$ cat src/rtl/ipcp_pkg.sv
// ---------------------------------------------------------------------------
// ipcp_pkg
// Types, character codes and helpers of the IPv4 address/prefix/port parser.
// ---------------------------------------------------------------------------
package ipcp_pkg;

	localparam logic [7:0] CH_TERM  = 8'h00;
	localparam logic [7:0] CH_DOT   = 8'h2e;
	localparam logic [7:0] CH_SLASH = 8'h2f;
	localparam logic [7:0] CH_COLON = 8'h3a;
	localparam logic [7:0] CH_ZERO  = 8'h30;
	localparam logic [7:0] CH_NINE  = 8'h39;

	localparam logic [5:0]  PREFIX_DEFAULT = 6'd32;
	localparam logic [19:0] OCTET_LIMIT    = 20'd255;
	localparam logic [19:0] PREFIX_LIMIT   = 20'd32;
	localparam logic [19:0] PORT_LIMIT     = 20'd65535;

	typedef struct packed {
		logic        ok;
		logic [31:0] address;
		logic [5:0]  prefix_len;
		logic [15:0] port_number;
		logic [31:0] network;
	} ipcp_result_t;

	// low-bit mask: len bits set, none for zero, all for 32 and above
	function automatic logic [31:0] low_mask(input logic [5:0] len);
		logic [31:0] m;
		if (len == 6'd0) begin
			m = 32'd0;
		end else if (len >= 6'd32) begin
			m = 32'hffff_ffff;
		end else begin
			m = 32'hffff_ffff >> (6'd32 - len);
		end
		return m;
	endfunction

endpackage

$ cat src/rtl/ipv4_cidr_port_parser.sv
// ---------------------------------------------------------------------------
// ipv4_cidr_port_parser
// Streaming parser for text of the form a.b.c.d[/p]:port.
// ---------------------------------------------------------------------------
// Takes one character per request on the char channel, a zero byte ending the
// string, and gives one request on the res channel per terminator: ok, the
// address with the first octet in bits 7..0, the prefix length (32 if no slash
// part), the port, and the address ANDed with a mask of prefix_len low bits.
// Any error (empty number, value over 255/32/65535, stray character, early
// terminator) is latched, later characters are dropped, and the terminator
// still yields one result with ok = 0 and every other field 0; the parser
// then starts over. A character is held in the input register and is folded
// into the parse state at the edge at which the scan takes it; a terminator
// writes the result register at that same edge. Throughput is one character
// per cycle while nothing stalls. The only back-pressure is a terminator that
// reaches the input register while the previous result is still stalled: it
// waits there until that result is taken, and char_stall stays high meanwhile.
// ---------------------------------------------------------------------------
module ipv4_cidr_port_parser
	import ipcp_pkg::*;
(
	input  logic        clk,
	input  logic        arst_n,
	input  logic        char_valid,
	output logic        char_stall,
	input  logic [7:0]  char_code,
	output logic        res_valid,
	input  logic        res_stall,
	output logic        ok,
	output logic [31:0] address,
	output logic [5:0]  prefix_len,
	output logic [15:0] port_number,
	output logic [31:0] network
);

	logic         valid_s1;
	logic [7:0]   char_s1;
	logic         adv;
	logic         term_s1;
	logic         res_fire;
	logic         res_valid_q;
	ipcp_result_t res;
	ipcp_result_t res_q;

	// input register
	ipcp_in_reg u_in (
		.clk        (clk),
		.arst_n     (arst_n),
		.char_valid (char_valid),
		.char_stall (char_stall),
		.char_code  (char_code),
		.adv        (adv),
		.valid_s1   (valid_s1),
		.char_s1    (char_s1)
	);

	// a held terminator needs a free (or freeing) result slot
	assign term_s1  = (char_s1 == CH_TERM);
	assign adv      = !(term_s1 && res_valid_q && res_stall);
	assign res_fire = valid_s1 && adv && term_s1;

	// parse state, advanced once per character taken from the input register
	ipcp_scan u_scan (
		.clk     (clk),
		.arst_n  (arst_n),
		.step    (valid_s1 && adv),
		.char_s1 (char_s1),
		.res     (res)
	);

	// result register
	always_ff @(posedge clk or negedge arst_n) begin
		if (!arst_n) begin
			res_valid_q <= 1'b0;
		end else if (res_fire) begin
			res_valid_q <= 1'b1;
		end else if (!res_stall) begin
			res_valid_q <= 1'b0;
		end
	end

	always_ff @(posedge clk) begin
		if (res_fire) begin
			res_q <= res;
		end
	end

	assign res_valid   = res_valid_q;
	assign ok          = res_q.ok;
	assign address     = res_q.address;
	assign prefix_len  = res_q.prefix_len;
	assign port_number = res_q.port_number;
	assign network     = res_q.network;

endmodule

$ cat src/rtl/ipcp_in_reg.sv
// ---------------------------------------------------------------------------
// ipcp_in_reg
// Input register of the parser: holds one character until the scan takes it.
// ---------------------------------------------------------------------------
module ipcp_in_reg
	import ipcp_pkg::*;
(
	input  logic       clk,
	input  logic       arst_n,
	input  logic       char_valid,
	output logic       char_stall,
	input  logic [7:0] char_code,
	input  logic       adv,
	output logic       valid_s1,
	output logic [7:0] char_s1
);

	logic load;

	// the held character can only be blocked by a pending result
	assign char_stall = valid_s1 && !adv;
	assign load       = char_valid && !char_stall;

	always_ff @(posedge clk or negedge arst_n) begin
		if (!arst_n) begin
			valid_s1 <= 1'b0;
		end else if (load) begin
			valid_s1 <= 1'b1;
		end else if (adv) begin
			valid_s1 <= 1'b0;
		end
	end

	always_ff @(posedge clk) begin
		if (load) begin
			char_s1 <= char_code;
		end
	end

endmodule

$ cat src/rtl/ipcp_scan.sv
// ---------------------------------------------------------------------------
// ipcp_scan
// Parse state and per-character update; forms the result on the terminator.
// ---------------------------------------------------------------------------
module ipcp_scan
	import ipcp_pkg::*;
(
	input  logic         clk,
	input  logic         arst_n,
	input  logic         step,
	input  logic [7:0]   char_s1,
	output ipcp_result_t res
);

	localparam logic [2:0] PH_OCT0   = 3'd0;
	localparam logic [2:0] PH_OCT2   = 3'd2;
	localparam logic [2:0] PH_OCT3   = 3'd3;
	localparam logic [2:0] PH_PREFIX = 3'd4;
	localparam logic [2:0] PH_PORT   = 3'd5;

	logic [2:0]  phase_q,  phase_d;
	logic [15:0] acc_q,    acc_d;
	logic        seen_q,   seen_d;
	logic        failed_q, failed_d;
	logic [31:0] addr_q,   addr_d;
	logic [5:0]  prefix_q, prefix_d;

	logic        is_digit;
	logic        is_term;
	logic [19:0] acc_next;
	logic [19:0] limit;
	logic        good;

	assign is_digit = (char_s1 >= CH_ZERO) && (char_s1 <= CH_NINE);
	assign is_term  = (char_s1 == CH_TERM);

	// acc * 10 + digit as two shifts and adds
	assign acc_next = {1'b0, acc_q, 3'b000} + {3'b000, acc_q, 1'b0}
		+ {16'd0, char_s1[3:0]};

	always_comb begin
		case (phase_q)
			PH_PREFIX: limit = PREFIX_LIMIT;
			PH_PORT:   limit = PORT_LIMIT;
			default:   limit = (phase_q <= PH_OCT3) ? OCTET_LIMIT : PORT_LIMIT;
		endcase
	end

	always_comb begin
		logic sep_ok;
		sep_ok   = 1'b0;
		phase_d  = phase_q;
		acc_d    = acc_q;
		seen_d   = seen_q;
		failed_d = failed_q;
		addr_d   = addr_q;
		prefix_d = prefix_q;
		if (step) begin
			if (is_term) begin
				phase_d  = PH_OCT0;
				acc_d    = 16'd0;
				seen_d   = 1'b0;
				failed_d = 1'b0;
				addr_d   = 32'd0;
				prefix_d = PREFIX_DEFAULT;
			end else if (!failed_q) begin
				if (is_digit) begin
					if (phase_q > PH_PORT || acc_next > limit) begin
						failed_d = 1'b1;
					end else begin
						acc_d  = acc_next[15:0];
						seen_d = 1'b1;
					end
				end else if (!seen_q) begin
					failed_d = 1'b1;
				end else begin
					sep_ok = 1'b1;
					if (phase_q <= PH_OCT2 && char_s1 == CH_DOT) begin
						addr_d[{phase_q[1:0], 3'b000} +: 8] = acc_q[7:0];
						phase_d = phase_q + 3'd1;
					end else if (phase_q == PH_OCT3
						&& (char_s1 == CH_SLASH || char_s1 == CH_COLON)) begin
						addr_d[31:24] = acc_q[7:0];
						phase_d = (char_s1 == CH_SLASH) ? PH_PREFIX : PH_PORT;
					end else if (phase_q == PH_PREFIX && char_s1 == CH_COLON) begin
						prefix_d = acc_q[5:0];
						phase_d  = PH_PORT;
					end else begin
						failed_d = 1'b1;
						sep_ok   = 1'b0;
					end
					if (sep_ok) begin
						acc_d  = 16'd0;
						seen_d = 1'b0;
					end
				end
			end
		end
	end

	always_ff @(posedge clk or negedge arst_n) begin
		if (!arst_n) begin
			phase_q  <= PH_OCT0;
			acc_q    <= 16'd0;
			seen_q   <= 1'b0;
			failed_q <= 1'b0;
			addr_q   <= 32'd0;
			prefix_q <= PREFIX_DEFAULT;
		end else begin
			phase_q  <= phase_d;
			acc_q    <= acc_d;
			seen_q   <= seen_d;
			failed_q <= failed_d;
			addr_q   <= addr_d;
			prefix_q <= prefix_d;
		end
	end

	// result as seen on a terminator; all fields zero on failure
	assign good = !failed_q && phase_q == PH_PORT && seen_q;

	always_comb begin
		res.ok          = good;
		res.address     = good ? addr_q : 32'd0;
		res.prefix_len  = good ? prefix_q : 6'd0;
		res.port_number = good ? acc_q : 16'd0;
		res.network     = good ? (addr_q & low_mask(prefix_q)) : 32'd0;
	end

endmodule

$ cat config.mk
export PLATFORM = sky130hd
export DESIGN_NAME = ipv4_cidr_port_parser
export DESIGN_NICKNAME = d
export VERILOG_FILES = /design/src/rtl/ipcp_pkg.sv /design/src/rtl/ipv4_cidr_port_parser.sv /design/src/rtl/ipcp_in_reg.sv /design/src/rtl/ipcp_scan.sv
export SDC_FILE = /design/constraint.sdc
export NUM_CORES = 1
export LEC_CHECK = 0
export ABC_AREA = 0
export BUFFER_PORTS_ARGS = -buffer_cell sky130_fd_sc_hd__buf_2
export CORE_ASPECT_RATIO = 1.1
export CORE_MARGIN = 3
export CORE_UTILIZATION = 45
export DETAILED_ROUTE_END_ITERATION = 16
export GPL_ROUTABILITY_DRIVEN = 1
export SYNTH_ARGS = -nofsm -noshare
export SYNTH_HDL_FRONTEND = slang
export SYNTH_SLANG_ARGS = --single-unit
$ cat constraint.sdc
create_clock -name clk -period 5.45 [get_ports clk]
set_clock_uncertainty 0.15 [all_clocks]
set_input_delay 1.635 -clock clk [delete_from_list [all_inputs] [get_ports clk]]
set_output_delay 1.635 -clock clk [all_outputs]
set_load 0.05 [all_outputs]
==> reports/qor.yml <==
grt_pass1_wl_mm: 32.3
slew_viol_final: 0
grt_max_degree: 46
first_iter_violations: 496
yosysUniqueCellTypes: 63
track_usage_pct: 20.7
insertion_delay_ps: 430
swShare_pct: 20.5
cts_resized: 0
regToRegSetupSlack_ps: 430
crit_chain: "inv_1 > fa_1 > inv_1 > fa_1 > a21oi_1 > o211ai_1 > nand3_1 > o221ai_1 > o21ai_0 > nand2b_1 > xor2_1 > ha_1 > and4_1 > nand4_1 > nor3_1 > nand2_1 > nor3_1 > o2111ai_2 > a21o_1 > buf_4 > a22o_2"
drt-pass1-iter-count: 5
dieHeight_microns: 147
drt_wl_total_mm: 20.0
p_int_mw: 2.00
dpl.hpwl_mm: 14.5
drv_cap: 0
port_buffers: 100
synth_enable_flop_cells: 95
cts_tree: "done"
slew_headroom_pct: 18.0
p_leak_nw: 4.40
die_x_microns: 134
syn_area_sq_um: 8130
diodes: 0
ios: 101
drc: 0
die_area_sq_um: 19700
areaGrowthSynthToFinish_pct: 17.5
period_share_pct: 92.2
rows: 50
cp.arrival_ps: 5190
start_kind: "flop"
grt_pass1_vias: 5933
htreeDepth: 4
avgSynthCellArea_sq_um: 10.9
path_max_fanout: 15
grt_setup_unrepaired: "no"
synth.most_common_cell: "edfxtp_1"
p_switching_mw: 0.516
synthDominantAreaCellType: "edfxtp_1"
worst_slew_pin_slew_ps: 1220
cts_root_buffer: "clkbuf_16"
synthTopCellsByCount: "edfxtp_1 (95), nand2_1 (83), inv_1 (61)"
p_comb_share_pct: 1.2
reg2reg_from: "u_in.char_s1[3]$_DFFE_PP_"
cp.required_ps: 5610
path_class: "flop to flop"
reg2regPathDepth: 21
hold_class: "flop to flop"
vias: 6189
drtAntennaViolNets: 0
ctsHoldBuffers: 0
cts_setup_buffers: 0
coreArea_sq_um: 17400
drive_gt1_share_pct: 20.1
fillers: 1507
multi_input_area_sq_um: 3410
vdd_drop_max_mv: 0.208
status: "completed"
hold_path_startpoint: "u_scan.addr_q[16]$_DFFE_PN0P_"
clockBufferDepth: 2
synth_ff_type: "edfxtp_1"
powerDensity_nw_per_um2: 263
grt.overflow.total: 0
async_flop_share_pct: 39.1
routabilityCongestion: 0.875
clock-sinks: 156
clkPwrFrac_pct: 48.7
wire_per_inst_microns: 18.3
synth-seq-cells: 156
critPathMaxStageDelay_ps: 530
hold_violations: 0
cts_buffers: 17
yosysSeqAreaShare_pct: 53.9
synth_top_area_share_pct: 35.1
fmax_ghz: 0.199
r2r-end: "u_scan.acc_q[2]$_DFFE_PN0P_"
crit_path_top_delay_cell: "fa_1"
seqCellArea_sq_um: 4380
hold_end: "u_scan.addr_q[16]$_DFFE_PN0P_"
start_util_pct: 46.8
setup_tns_ps: 0
synth_fp_nets: 814
final_nets: 919
syn_inst: 743
cts.clk_slew.worst_paths_ps: 60
min_period_ps: 5020
fin_total_pwr_mw: 2.51
cp-end-kind: "flop"
setup_violations: 0
whs_path_depth: 2
antenna_found_initial: 0
avgViaCountPerCell: 5.65
power_frac_seq_pct: 50.1
yosys-top-cells-area: "edfxtp_1 (35%), dfrtp_1 (18%), ha_1 (8.8%)"
ys.warnings.count: 0
routing by layer:
metal / GRT usage [%] / share of wire [%] / wire (microns)
met1: 28.1 / 45 / 8960
met2: 34.1 / 49 / 9730
met3: 3.46 / 4.8 / 953
met4: 6.92 / 2.0 / 401
met5: 0 / 0 / 0
sequential cells by signal (all words and copies together), names as in the netlist, 3 cells and up:
name,count
network,32
port_number,16
u_scan.prefix_q,6
u_scan.acc_q,16
address,32
u_scan.addr_q,32
u_scan.phase_q,3
u_in.char_s1,8
prefix_len,6
worst max-delay path: cells and delay by family (launching register included):
family	cells	cell delay (ps)
AOI/OAI and AO/OA	7	1450
adders and majority gates	3	1300
and+or+nand+nor	7	1090
xor gates and xnor gates	1	160
DFF	1	400
buffers and inverters	3	350
final cells by class:
type,instances,area share [%]
Inverter,61,2.41
Sequential cell,156,45.8
Tap cell,234,3.06
Multi-Input combinational cell,495,35.7
Clock inverter,13,1.73
Timing Repair Buffer,117,6.57
Clock buffer,19,4.64
cells by family (layout without fill, tap and decap cells):
kind of cell    Yosys count  count (layout)  synth area share, %
fa+ha+maj                59              59                 9.26
xor+xnor                 14              14                 1.51
buf+inv                  92             210                 4.45
compound gates          132             132                 10.8
simple gates            264             264                 16.9
flops                   156             156                 53.9
mux                      26              26                 3.20
per-stage QoR:
stage          hold slack [ps]  setup WS [ps]  cells  util [%]  area (sq um)
6_report                   390            427   1095      54.9          9550
3_3_place_gp               353            428   1063      51.4          8930
5_1_grt                    405           51.0   1095      54.9          9550
3_5_place_dp               365            272   1063      51.4          8930
2_1_floorplan              337            715    743         -          8130
4_1_cts                    379            258   1095      54.9          9540
power groups by stage:
stage | Clock [mW] | Sequential, mW | Combinational, mW
6_report | 1.22 | 1.26 | 0.0306
5_1_grt | 1.29 | 1.26 | 0.0357
4_1_cts | 1.24 | 1.26 | 0.0315
3_5_place_dp | 0 | 1.28 | 0.0314
3_3_place_gp | 0 | 1.28 | 0.0310
2_1_floorplan | 0 | 1.28 | 0.0130
worst max path at each step:
stage | start | cells after the start | to
3_3_place_gp | u_in.char_s1[3]$_DFFE_PP_ | 21 | u_scan.acc_q[0]$_DFFE_PN0P_
5_1_grt | u_in.char_s1[3]$_DFFE_PP_ | 21 | u_scan.acc_q[2]$_DFFE_PN0P_
6_report | u_in.char_s1[3]$_DFFE_PP_ | 21 | u_scan.acc_q[2]$_DFFE_PN0P_
4_1_cts | u_in.char_s1[3]$_DFFE_PP_ | 21 | u_scan.acc_q[2]$_DFFE_PN0P_
3_5_place_dp | u_in.char_s1[3]$_DFFE_PP_ | 21 | u_scan.acc_q[2]$_DFFE_PN0P_
2_1_floorplan | u_scan.acc_q[0]$_DFFE_PN0P_ | 21 | u_scan.acc_q[7]$_DFFE_PN0P_
placed cells by master, fill, tap and decap left out, types with 7 or more instances in the layout:
master	instances
o21ai_0	31
nand3_1	17
mux2i_1	26
a31oi_1	9
inv_1	60
buf_2	100
ha_1	57
nor3_1	20
nor4_1	42
a21oi_1	38
nor2_1	32
buf_4	17
nand2b_1	7
clkbuf_16	17
and2_1	17
dfrtp_1	60
edfxtp_1	95
nand2_1	83
xnor2_1	9
a22o_1	11
Note: power is estimated with default switching activity, not from simulation.
